### src/hw/rtl/vertex_triple_index_dedup_assert.svh
// Assertion macros for the vertex triple index dedup block.
// Used by the top level; no other dependencies.
`ifndef VERTEX_TRIPLE_INDEX_DEDUP_ASSERT_SVH
`define VERTEX_TRIPLE_INDEX_DEDUP_ASSERT_SVH

// same-cycle implication
`define VTID_ASSERT_NOW(lbl, clk, rst_n, ante, cons) \
  lbl: assert property (@(posedge clk) disable iff (!(rst_n)) (ante) |-> (cons)) \
    else $error("assertion failed");

// next-cycle implication
`define VTID_ASSERT_NEXT(lbl, clk, rst_n, ante, cons) \
  lbl: assert property (@(posedge clk) disable iff (!(rst_n)) (ante) |=> (cons)) \
    else $error("assertion failed");

`endif

### src/hw/rtl/vtid_pkg.sv
// Shared types and codes for the vertex triple index dedup block.
// No dependencies.
package vtid_pkg;

  localparam logic [1:0] ST_OK    = 2'd0;
  localparam logic [1:0] ST_RANGE = 2'd1;
  localparam logic [1:0] ST_FULL  = 2'd2;

  typedef struct packed {
    logic        start_mesh;
    logic [15:0] vertex_pos;
    logic [15:0] tex_pos;
    logic [15:0] normal_pos;
    logic        has_tex;
    logic        has_normal;
  } in_beat_t;

  typedef struct packed {
    logic [15:0] unique_index;
    logic        is_new;
    logic [1:0]  status;
  } out_beat_t;

  // classified corner, all numbers zero-based
  typedef struct packed {
    logic        start;
    logic        range_err;
    logic [15:0] v;
    logic [15:0] t;
    logic [15:0] n;
  } work_t;

  typedef struct packed {
    logic empty;
    logic full;
  } q_stat_t;

  typedef struct packed {
    logic init_busy;
    logic pop;
  } bk_stat_t;

  typedef enum logic [2:0] {
    B_INIT,
    B_IDLE,
    B_CLEAR,
    B_LOOK,
    B_FILL,
    B_RD,
    B_CMP,
    B_DECIDE
  } back_state_t;

endpackage

### src/hw/rtl/vtid_front.sv
// Front end: input handshake and corner classification.
// Depends on vtid_pkg.
module vtid_front #(
  parameter int MAX_POSITIONS = 4096
) (
  input  logic               start,
  output logic               busy,
  input  vtid_pkg::in_beat_t in_beat,
  input  vtid_pkg::q_stat_t  q_stat,
  input  vtid_pkg::bk_stat_t bk_stat,
  output logic               push,
  output vtid_pkg::work_t    work
);

  logic [15:0] vm1;
  logic [15:0] t_src;
  logic [15:0] n_src;

  assign busy = q_stat.full | bk_stat.init_busy;
  assign push = start & ~busy;

  always_comb begin
    vm1   = in_beat.vertex_pos - 16'd1;
    t_src = in_beat.has_tex ? in_beat.tex_pos : in_beat.vertex_pos;
    n_src = in_beat.has_normal ? in_beat.normal_pos : in_beat.vertex_pos;
    work.start     = in_beat.start_mesh;
    work.range_err = (in_beat.vertex_pos == 16'd0) ||
                     ({1'b0, vm1} >= 17'(MAX_POSITIONS));
    work.v         = vm1;
    work.t         = t_src - 16'd1;
    work.n         = n_src - 16'd1;
  end

endmodule

### config.mk
export PLATFORM = sky130hd
export DESIGN_NAME = vtid_front
export DESIGN_NICKNAME = d
export VERILOG_FILES = /design/src/hw/rtl/vertex_triple_index_dedup_assert.svh /design/src/hw/rtl/vtid_pkg.sv /design/src/hw/rtl/vtid_front.sv
export SDC_FILE = /design/constraint.sdc
export NUM_CORES = 1
export LEC_CHECK = 0
export BUFFER_PORTS_ARGS = -buffer_cell sky130_fd_sc_hd__buf_2
export CAP_MARGIN = 10
export CORE_ASPECT_RATIO = 1.5
export CORE_MARGIN = 10
export CORE_UTILIZATION = 47
export DETAILED_ROUTE_END_ITERATION = 7
export PLACE_DENSITY = 0.89
export SETUP_SLACK_MARGIN = 0.4
export SLEW_MARGIN = 30
export SYNTH_ARGS = -nofsm -noshare
export SYNTH_HDL_FRONTEND = slang
export SYNTH_SLANG_ARGS = --single-unit
### constraint.sdc
create_clock -name vclk -period 11
set_input_delay 2.75 -clock vclk [all_inputs]
set_output_delay 2.75 -clock vclk [all_outputs]
set_load 0.1 [all_outputs]
# == Word-level counts from Yosys, hierarchy flattened ==
# Index checks and enable logic that the tools add are counted.
# classes
div,0
n_shift,0
multipliers,0
reduce_logical,2
n_mux,2
bitwise,3
eq_ne,0
add_sub_neg,3
order_cmp,1
# op_table
operator,count
subtractor 16 x 1 -> 16 bit (second input constant),3
two-way mux 16 bit,2
greater-or-equal comparator 16 x 13 -> 1 bit (second input constant),1
zero test 16 bit,1
bitwise AND 1 bit,1
logical OR 1 bit,1
inverter 1 bit,1
bitwise OR 1 bit,1
# totals
rom_bits,0
mem_bits_rw,0
word_cells,11
memories,0
latchBits,0
regBits,0
out_inout_bits,52
input_bits,56

# == Longest topological paths before layout ==
# logic_depth
word_depth,3
depth_mapped,8

# == Least setup slack after synthesis ==
# OpenSTA, ideal clock, no wires.
# synth_path
kind,input-to-output
start,in in_beat[0] (netlist bit)
end,out work[6] (netlist bit)
n_path_buf,3
setup_slack_ns,0.323
arrival_ns,7.927
required_ns,8.250
path_stages,8
path_cell_list,clkbuf_1 -> buf_1 -> clkbuf_1 -> mux2i_1 -> ha_1 -> o2111ai_1 -> xor2_1 -> mux2i_1
# synth_rtl
element,line_no,text
from (decl),vtid_front.sv:8,"input vtid_pkg::in_beat_t in_beat,"
to (decl),vtid_front.sv:12,output vtid_pkg::work_t work

==> reports/metrics.yaml <==
synthesis:
  synth_top_cell_area_share_pct: 18.48
  syn_inst: 219
  ys_seq_area_share_pct: 0
  synth_cell_types: 44
  ys_top_cells_by_area: "mux2i_1, xnor2_1, xor2_1"
  syn-num-nets: 278
  syn_area_per_cell_um2: 6.924
  yosysWarnings: 0
  yosysTopAreaCell: "mux2i_1"
  synth_most_common_cell: "mux2i_1"
  synth_area_um2: 1516
  synthTopCellsByCount: "mux2i_1, xnor2_1, xor2_1"
layout:
  drive_gt1_share_pct: 36.93
  antennaDiodeCount: 0
  nFlopsAndLatches: 0
  finalNetCount: 367
  layout.cells.non_filler: 346
  area_growth_pct: 32.51
  ff_latch_area_um2: 0
  clkbuf_count: 0
  fillers: 322
worst_setup_path:
  critPathKind: "input port to output port"
  crit_fanout: 8
  crit_chain: "buf_2 -> inv_1 -> ha_1 -> or4b_1 -> or2_1 -> or4b_2 -> a311o_1 -> buf_2"
  startpoint_type: "input port"
  critPathCaptureType: "output port"
  path_buf_inv: 3
  cp.depth: 8
  path_delay_family: "simple AND/OR/NAND/NOR gates"
  crit_top_cell: "buf_2"
  slowest_delay_ns: 0.66
  required_ns: 8.25
  slowest_stage: "or4b_2"
  cp.arrival_ns: 5.28
  cp-endpoint: "work[48]"
  critPathLaunch: "in_beat[34]"
placement:
  gp_congestion: 0.8494
  io_buffers: 104
  placed_cells: 346
  post-place-ws_ns: 2.974
  dp_hpwl_um: 4855
timing:
  clock.fmax_ghz: 0.1245
  fin_crit_sh_pct: 73.00
  hold_viol_final: 0
  slew_viol_final: 0
  rsz0062_at_grt: "no"
  tns_ns: 0
  finalSetupViolCount: 0
  slew_headroom_pct: 56.33
  finalCriticalPeriod_ns: 8.030
  tightestPinTransition_ns: 0.6550
  layout_setup_ws_ns: 2.970
route:
  wl_per_cell_um: 16.23
  routed_wl_um: 5617
  num_vias: 1974
  vias_per_cell: 5.705
  drt_iter0_drc: 73
  drc: 0
  ant_nets: 0
  dr.pass1.iters: 4
floorplan:
  core_um2: 3128
  die_x_um: 66.38
  start_util_pct: 48.48
  die_y_um: 89.57
  rows: 25
  boundaryPins: 108
  die_area_um2: 5945
power_and_ir_drop:
  p_leak_nw: 0.9193
  power_uw: 187.9
  pwr_density_cell_nw_per_um2: 93.51
  peakVddDrop_mv: 0.1053
global_route:
  grt_start_max_net_pins: 31
  grt_overflow: 0
  grt_pass1_wl_um: 8914
  antenna_found_initial: 0
  grt_pass1_vias: 2027
  grt_usage_pct: 17.85
clocking:
  cts_hold_buf: 0
  cts_resized: 0
  postCtsSetupRepairBufs: 0
min_path:
  hold_path.class: "input port to output port"
  min_path_cells: 0
outcome:
  status: "finished, final reports clean"
run:
  max-cap-violations: 0
[worst min path at each step]
stage | from | endpoint | slack [ns]
global placement | in_beat[50] | work[49] | 5.50
floorplan | in_beat[50] | work[49] | 5.71
finish | in_beat[50] | work[49] | 5.50
detailed placement | in_beat[50] | work[49] | 5.50
global route | in_beat[50] | work[49] | 5.50
CTS | in_beat[50] | work[49] | 5.50
[routing by layer]
layer,vias to the layer above,global-route usage (%),routed length (um)
met2,72,35.90,3096
met4,0,5.163,191
met3,16,3.764,357
li1,980,-,-
met5,-,0,0
met1,906,17.21,1971
[stage by stage]
stage	hold slack [ns]	util, %	area (um2)
CTS	5.501	64.24	2009
finish	5.500	64.24	2009
global route	5.500	64.24	2009
detailed placement	5.501	64.24	2009
floorplan	5.712	-	1520
global placement	5.501	64.24	2009
[logic make-up (layout without fill, tap and decap cells)]
logic type	after synthesis	count (layout)	synth area share (%)
fa+ha+maj	3	3	2.476
compound gates	29	29	13.37
simple gates	86	86	32.26
mux	30	30	19.97
xor+xnor	40	40	23.10
buf+inv	31	118	8.827
[report_power, final]
part           total [mW]  internal (mW)  switching, mW  leakage [nW]
combinational       0.188         0.0352          0.153         0.919
sequential              0              0              0             0
clock                   0              0              0             0
total               0.188         0.0352          0.153         0.919
[layout by cell type (no fill, tap or decap), types with 2 or more instances in the layout]
master | Yosys | layout
a21oi_1 | 6 | 6
buf_2 | 1 | 104
ha_1 | 3 | 3
inv_1 | 14 | 14
mux2_2 | 2 | 2
mux2i_1 | 28 | 27
nand2_1 | 6 | 6
nand3_1 | 3 | 3
nand3b_1 | 3 | 3
nor2_1 | 18 | 18
nor2b_1 | 2 | 2
nor3_1 | 17 | 17
nor3b_1 | 10 | 10
nor4_1 | 11 | 11
o2111ai_1 | 4 | 4
o211ai_1 | 3 | 3
o21ai_0 | 4 | 4
o22ai_1 | 3 | 3
o32ai_1 | 2 | 2
or2_2 | 3 | 3
or3_1 | 3 | 3
or4_1 | 2 | 2
xnor2_1 | 21 | 21
xor2_1 | 19 | 19
[area by class of cell]
cell class / instances / area (um2) / share of cell area [%]
inverters: 14 / 52.55 / 2.615
repair buffers: 104 / 520.5 / 25.90
well taps: 40 / 50.05 / 2.491
multi-input cells: 188 / 1386 / 68.99
Note: power is estimated with default switching activity, not from simulation.
