[src/hw/rtl/vertex_triple_index_dedup_assert.svh]
// Assertion macros for the vertex triple index dedup block.
// Used by the top level; no other dependencies.
`ifndef VERTEX_TRIPLE_INDEX_DEDUP_ASSERT_SVH
`define VERTEX_TRIPLE_INDEX_DEDUP_ASSERT_SVH

// same-cycle implication
`define VTID_ASSERT_NOW(lbl, clk, rst_n, ante, cons) \
  lbl: assert property (@(posedge clk) disable iff (!(rst_n)) (ante) |-> (cons)) \
    else $error("assertion failed");

// next-cycle implication
`define VTID_ASSERT_NEXT(lbl, clk, rst_n, ante, cons) \
  lbl: assert property (@(posedge clk) disable iff (!(rst_n)) (ante) |=> (cons)) \
    else $error("assertion failed");

`endif

[src/hw/rtl/vtid_pkg.sv]
// Shared types and codes for the vertex triple index dedup block.
// No dependencies.
package vtid_pkg;

  localparam logic [1:0] ST_OK    = 2'd0;
  localparam logic [1:0] ST_RANGE = 2'd1;
  localparam logic [1:0] ST_FULL  = 2'd2;

  typedef struct packed {
    logic        start_mesh;
    logic [15:0] vertex_pos;
    logic [15:0] tex_pos;
    logic [15:0] normal_pos;
    logic        has_tex;
    logic        has_normal;
  } in_beat_t;

  typedef struct packed {
    logic [15:0] unique_index;
    logic        is_new;
    logic [1:0]  status;
  } out_beat_t;

  // classified corner, all numbers zero-based
  typedef struct packed {
    logic        start;
    logic        range_err;
    logic [15:0] v;
    logic [15:0] t;
    logic [15:0] n;
  } work_t;

  typedef struct packed {
    logic empty;
    logic full;
  } q_stat_t;

  typedef struct packed {
    logic init_busy;
    logic pop;
  } bk_stat_t;

  typedef enum logic [2:0] {
    B_INIT,
    B_IDLE,
    B_CLEAR,
    B_LOOK,
    B_FILL,
    B_RD,
    B_CMP,
    B_DECIDE
  } back_state_t;

endpackage

[src/hw/rtl/vtid_queue.sv]
// Two-entry queue of classified corners between front and back.
// Depends on vtid_pkg.
module vtid_queue (
  input  logic               clk,
  input  logic               rst_n,
  input  logic               push,
  input  vtid_pkg::work_t    work,
  input  vtid_pkg::bk_stat_t bk_stat,
  output vtid_pkg::q_stat_t  q_stat,
  output vtid_pkg::work_t    head
);

  vtid_pkg::work_t ents_r [2];
  logic            wp_r, wp_nxt;
  logic            rp_r, rp_nxt;
  logic [1:0]      cnt_r, cnt_nxt;

  always_comb begin
    wp_nxt  = push ? ~wp_r : wp_r;
    rp_nxt  = bk_stat.pop ? ~rp_r : rp_r;
    cnt_nxt = cnt_r;
    if (push && !bk_stat.pop) begin
      cnt_nxt = cnt_r + 2'd1;
    end else if (!push && bk_stat.pop) begin
      cnt_nxt = cnt_r - 2'd1;
    end
  end

  always_ff @(posedge clk) begin
    if (!rst_n) begin
      wp_r  <= 1'b0;
      rp_r  <= 1'b0;
      cnt_r <= 2'd0;
    end else begin
      wp_r  <= wp_nxt;
      rp_r  <= rp_nxt;
      cnt_r <= cnt_nxt;
    end
  end

  always_ff @(posedge clk) begin
    if (push) begin
      ents_r[wp_r] <= work;
    end
  end

  assign head   = ents_r[rp_r];
  assign q_stat = '{empty: (cnt_r == 2'd0), full: (cnt_r == 2'd2)};

endmodule

[config.mk]
export PLATFORM = sky130hd
export DESIGN_NAME = vtid_queue
export DESIGN_NICKNAME = d
export VERILOG_FILES = /design/src/hw/rtl/vertex_triple_index_dedup_assert.svh /design/src/hw/rtl/vtid_pkg.sv /design/src/hw/rtl/vtid_queue.sv
export SDC_FILE = /design/constraint.sdc
export NUM_CORES = 1
export LEC_CHECK = 0
export BUFFER_PORTS_ARGS = -buffer_cell sky130_fd_sc_hd__buf_4
export CORE_ASPECT_RATIO = 0.6
export CORE_MARGIN = 8
export CORE_UTILIZATION = 46
export DETAILED_ROUTE_END_ITERATION = 7
export PLACE_DENSITY = 0.75
export SKIP_LAST_GASP = 1
export SLEW_MARGIN = 5
export SYNTH_ARGS = -nofsm -noshare
export SYNTH_HDL_FRONTEND = slang
export SYNTH_SLANG_ARGS = --single-unit
[constraint.sdc]
create_clock -name clk -period 3.6 [get_ports clk]
set_input_delay 1.08 -clock clk [delete_from_list [all_inputs] [get_ports clk]]
set_output_delay 1.08 -clock clk [all_outputs]
set_load 0.01 [all_outputs]
# After elaboration in Yosys (flattened, before gate mapping)
# Memories as Yosys holds them, arrays and structs flattened. A register that Yosys moved wholly into a read port is not among the register bits.
# Cells that the tools add are included.
op_classes:
  n_bitwise: 2
  n_reduce_logical: 6
  n_eq_ne: 1
  n_mux: 6
  n_addsub: 2
ops:
  columns: ["op", "count"]
  rows:
  - ["1-bit two-way mux", 4]
  - ["2-bit two-way mux", 2]
  - ["2-bit by 1-bit adder with 2-bit output, second input constant", 1]
  - ["2-bit == test, second input constant", 1]
  - ["1-bit logical AND", 2]
  - ["1-bit logical NOT", 2]
  - ["2-bit logical NOT", 1]
  - ["1-bit NOT", 2]
  - ["2-bit nonzero test", 1]
  - ["2-bit by 1-bit subtractor with 2-bit output, second input constant", 1]
word_totals:
  in_bits: 55
  register_bits: 4
  elab_cells: 21
  mem_count: 1
  ramBits: 100
  out_inout_bits: 52
memory_table:
  columns: ["name", "depth", "word_bits", "read_ports", "rd_clocked_by_memory_dff", "wr", "line", "source"]
  rows:
  - ["ents_r", 2, 50, 1, 1, 1, "vtid_queue.sv:13", "vtid_pkg::work_t ents_r [2];"]

# Logic depth before layout (Yosys ltp)
depth:
  ltp_word: 4
  ltp_mapped: 5
  mapped_depth_nobuf: 5

# Least setup slack after synthesis
# Ideal clock, no wire load.
synth_timing:
  kind: "input -> register"
  start: "in push"
  end: "mem ents_r[0][0] in the netlist's numbering (enable)"
  path_buffers: 0
  t_arrival_ps: 3327
  setup_ps: 465
  required_ps: 3135
  path_slack_ps: -192
  path_stages: 1
  cell_sequence: "nor2b_1"
synth_via:
  elab_chain_cells: 2
synth_rtl:
  columns: ["item", "line", "source"]
  rows:
  - ["from (decl)", "vtid_queue.sv:6", "input logic push,"]
  - ["1-bit two-way mux", "vtid_queue.sv:42", "if (push) begin"]
  - ["1-bit two-way mux (implied by the code)", "vtid_queue.sv:43", "ents_r[wp_r] <= work;"]
  - ["to (decl)", "vtid_queue.sv:13", null]
# Every way passes these cells.

==> flow_summary.rst <==
.. list-table::
   :header-rows: 1

   * - Metric
     - Value
   * - Worst hold path startpoint
     - cnt_r[1]
   * - Quantity of hold-fixing buffers added after cts
     - 0
   * - Capturing point of the worst reg2reg path
     - ents_r[1][30]
   * - TritonCTS clock tree
     - done
   * - Max-cap violations
     - 0
   * - Cell count after placement
     - 390
   * - HPWL after detailed placement
     - approximately 5000 um
   * - GRT Util Overall
     - about an eighth
   * - Asr flop ratio synth
     - 0%
   * - Die outline area
     - roughly 12,000 sq um
   * - Fin Clk Skew
     - roughly 0.0034 ns
   * - Hold Slack
     - about 0.51 ns
   * - Non-filler cells, final
     - about 410
   * - Initial standard-cell utilization of the core
     - ~48%
   * - Global-route wire length before repair
     - ~11,000 um
   * - Highest Clock Rate
     - roughly 380 MHz
   * - Maximum ir drop on the vdd rail
     - between 300 and 400 uV
   * - Starting DRT DRC Count
     - 85
   * - Relative area change from synthesis to final layout
     - 33.1%
   * - Worst min path class
     - register to register
   * - Final-layout setup total negative slack
     - 0 ns
   * - Count of different cell masters after synthesis
     - 17
   * - Pin count of the biggest net entering global routing
     - 28
   * - Top-level port count
     - approximately 110
   * - Worst setup margin
     - approximately 0.97 ns
   * - Power density normalized to cell area
     - approximately 540 nW/um^2
   * - Max transition margin
     - 60.3%
   * - Proportion of synthesized chip area in sequential cells
     - just over 80%
   * - Run status
     - complete, no violations
   * - Fin crit share
     - about 73%
   * - IO Port Bufs
     - around 110
   * - Largest fanout on the critical path
     - 25
   * - Sequential Power Share
     - between 50% and 60%
   * - Register-to-register setup slack
     - 2.06 ns
   * - Post-route ant nets
     - 0
   * - Post-layout nets
     - around 350
   * - Endpoint class of the critical path
     - output port
   * - Worst-path clk slew
     - ~0.070 ns
   * - GPL Wtd Cong
     - roughly 0.70
   * - Number of enable flip-flop cells after synthesis
     - 100
   * - Switching Fraction
     - around 20%
   * - Nature of the critical path startpoint
     - register
   * - Number of sinks driven by the clock tree
     - ~110
   * - Worst R2R Path Depth
     - 2
   * - Post-CTS setup-driven buffer insertion count
     - 0
   * - Number of placement rows
     - 25
   * - Setup repair after global routing missed its margin
     - false
   * - Share of cells above drive strength 1
     - a little under 60%
   * - Synthesized flop and latch total
     - about 110
   * - Number of pins with negative max-slew slack in the final report
     - 0
   * - Static Leak
     - ~1.9 nW
   * - Post-detailed-route DRC marker count
     - 0
   * - Reg-to-reg critical path startpoint
     - wp_r
   * - Number of buffers created by CTS
     - 9
   * - Largest delay contributor family on the critical path
     - buffers and inverters
   * - Average cell area after synthesis
     - around 21 sq um
   * - Crit path kind
     - register to output port
   * - Average routed wire per standard cell
     - about 18 um
   * - Detailed-routing iteration count for the pre-antenna-repair pass
     - 4
   * - Horiz. Die Dim
     - roughly 130 um
   * - Leading register cell type out of synthesis
     - edfxtp_1
   * - Critical path arrival
     - about 1.6 ns
   * - Root Buffer Master
     - clkbuf_16
   * - Skew-Pair Late Insertion Delay
     - 0.34 ns
   * - Number of nets produced by synthesis
     - between 200 and 250
   * - Hold Path Sink
     - cnt_r[1]
   * - Vias in the first global route
     - about 2,200
   * - Required time reported for the critical path endpoint
     - 2.52 ns
   * - Final setup violation count
     - 0
   * - Cell area after synthesis
     - roughly 3800 sq um
   * - Final-report hold violation count
     - 0
   * - Sw Pwr
     - around 0.55 mW
   * - Total wire length after detailed routing
     - ~7200 um
   * - Most frequent cell on the critical path
     - buf_4
   * - Total vias in the final route
     - around 2,000
   * - Count of warnings emitted by yosys
     - 0
   * - Internal power
     - 2.19 mW
   * - CP bufs+invs
     - 2
   * - Max Root-Sink Buffers
     - 2
   * - Clock network power share
     - about 36%
   * - Combinational power share
     - between 10% and 20%
   * - CTS HTree Levels
     - 3
   * - Number of antenna violations at the first check in global routing
     - 0
   * - Hold Path Stages
     - 2
   * - Measured slew at the worst slew-check pin
     - 0.595 ns
   * - Crit-path slowest cell
     - mux2_2
   * - Cells traversed along the worst timing path
     - buf_4 > mux2_2 > buf_4
   * - CTS-repair resized insts
     - 0
   * - Global route total overflow
     - 0
   * - Vert. Die Dim
     - 86.5 um
   * - Min Tclk post-route
     - 2.63 ns
   * - Floorplan core area
     - approximately 8000 sq um
   * - Synthesized instance count
     - around 180
   * - Worst-case setup slack after placement
     - 1.26 ns
   * - DR vias/cell
     - just under 5
   * - Post-route core utilization
     - 63.9%
   * - Antenna Cells
     - 0
   * - Crit-path max cell delay
     - ~0.41 ns
tightest hold or removal path, stage by stage (launching register included):
cell and delay, ns:
dfxtp_1 0.33, o21ai_0 0.08, a21boi_1 0.06
cell usage after synthesis, types with 2 or more instances:
master	number	share of area, %
dfxtp_1	5	2.6
xor2_1	2	0.46
and2_1	4	0.66
buf_2	6	0.79
mux2_2	47	14
edfxtp_1	100	79
nor2b_1	2	0.33
mux2_1	3	0.89
cells by family after synthesis:
kind of cell	Yosys count	synth area share [%]
simple gates	9	1.48
xor+xnor	3	0.689
fa+ha+maj	1	0.328
mux	50	14.8
buf+inv	7	0.885
compound gates	3	0.525
flops	105	81.3
per-layer routing:
layer / GRT usage, % / part of all wire (%) / vias up
li1: - / - / 923
met1: 14.4 / 42 / 936
met2: 18.8 / 46 / 90
met3: 7.22 / 11 / 8
met4: 4.86 / 1.2 / 0
met5: 0 / 0 / -
cell type report:
type	count	area, sq um
flip-flops and latches	105	3100
fillers	590	2870
repair buffers	110	838
multi-input cells	66	687
clock buffers	9	225
well taps	108	135
clock inverters	7	85.1
inverters	1	3.75
sequential cells by signal, summed over array words and instances, names as in the netlist, named ones only:
signal	cells
wp_r	1
cnt_r	2
ents_r	100
rp_r	1
power groups by stage:
stage | registers, mW | clock network, mW | logic (mW)
after CTS | 1.43 | 1.02 | 0.339
final | 1.43 | 0.990 | 0.331
after global placement | 1.45 | 0 | 0.331
after global routing | 1.43 | 1.06 | 0.358
after detailed placement | 1.45 | 0 | 0.337
after floorplan | 1.45 | 0 | 0.160
worst max-delay path by stage:
stage               endpoint     start  cells after the start  slack, ns
2_1_floorplan   ents_r[0][0]      push                      1       0.75
3_3_place_gp   ents_r[1][35]      push                      3       1.24
5_1_grt             head[38]  register                      3       0.89
6_report            head[38]  register                      3       0.97
4_1_cts             head[38]  register                      3       0.94
3_5_place_dp   ents_r[1][34]      push                      3       1.26
per-stage QoR:
stage	power [mW]	cell area, sq um
after CTS	2.78	5080
after detailed placement	1.79	4770
after global routing	2.85	5080
final	2.75	5080
after global placement	1.78	4770
after floorplan	1.61	3820
cells in the final DEF, fill, tap and decap left out, drive strengths merged, types with 2 or more instances in the layout:
| cell | count |
|---|---|
| mux2 | 50 |
| xor2 | 2 |
| dfxtp | 5 |
| edfxtp | 100 |
| bufinv | 2 |
| nor2b | 2 |
| buf | 110 |
| clkinv | 4 |
| and2 | 4 |
| clkbuf | 9 |
Power figures use the tool's default switching activity.
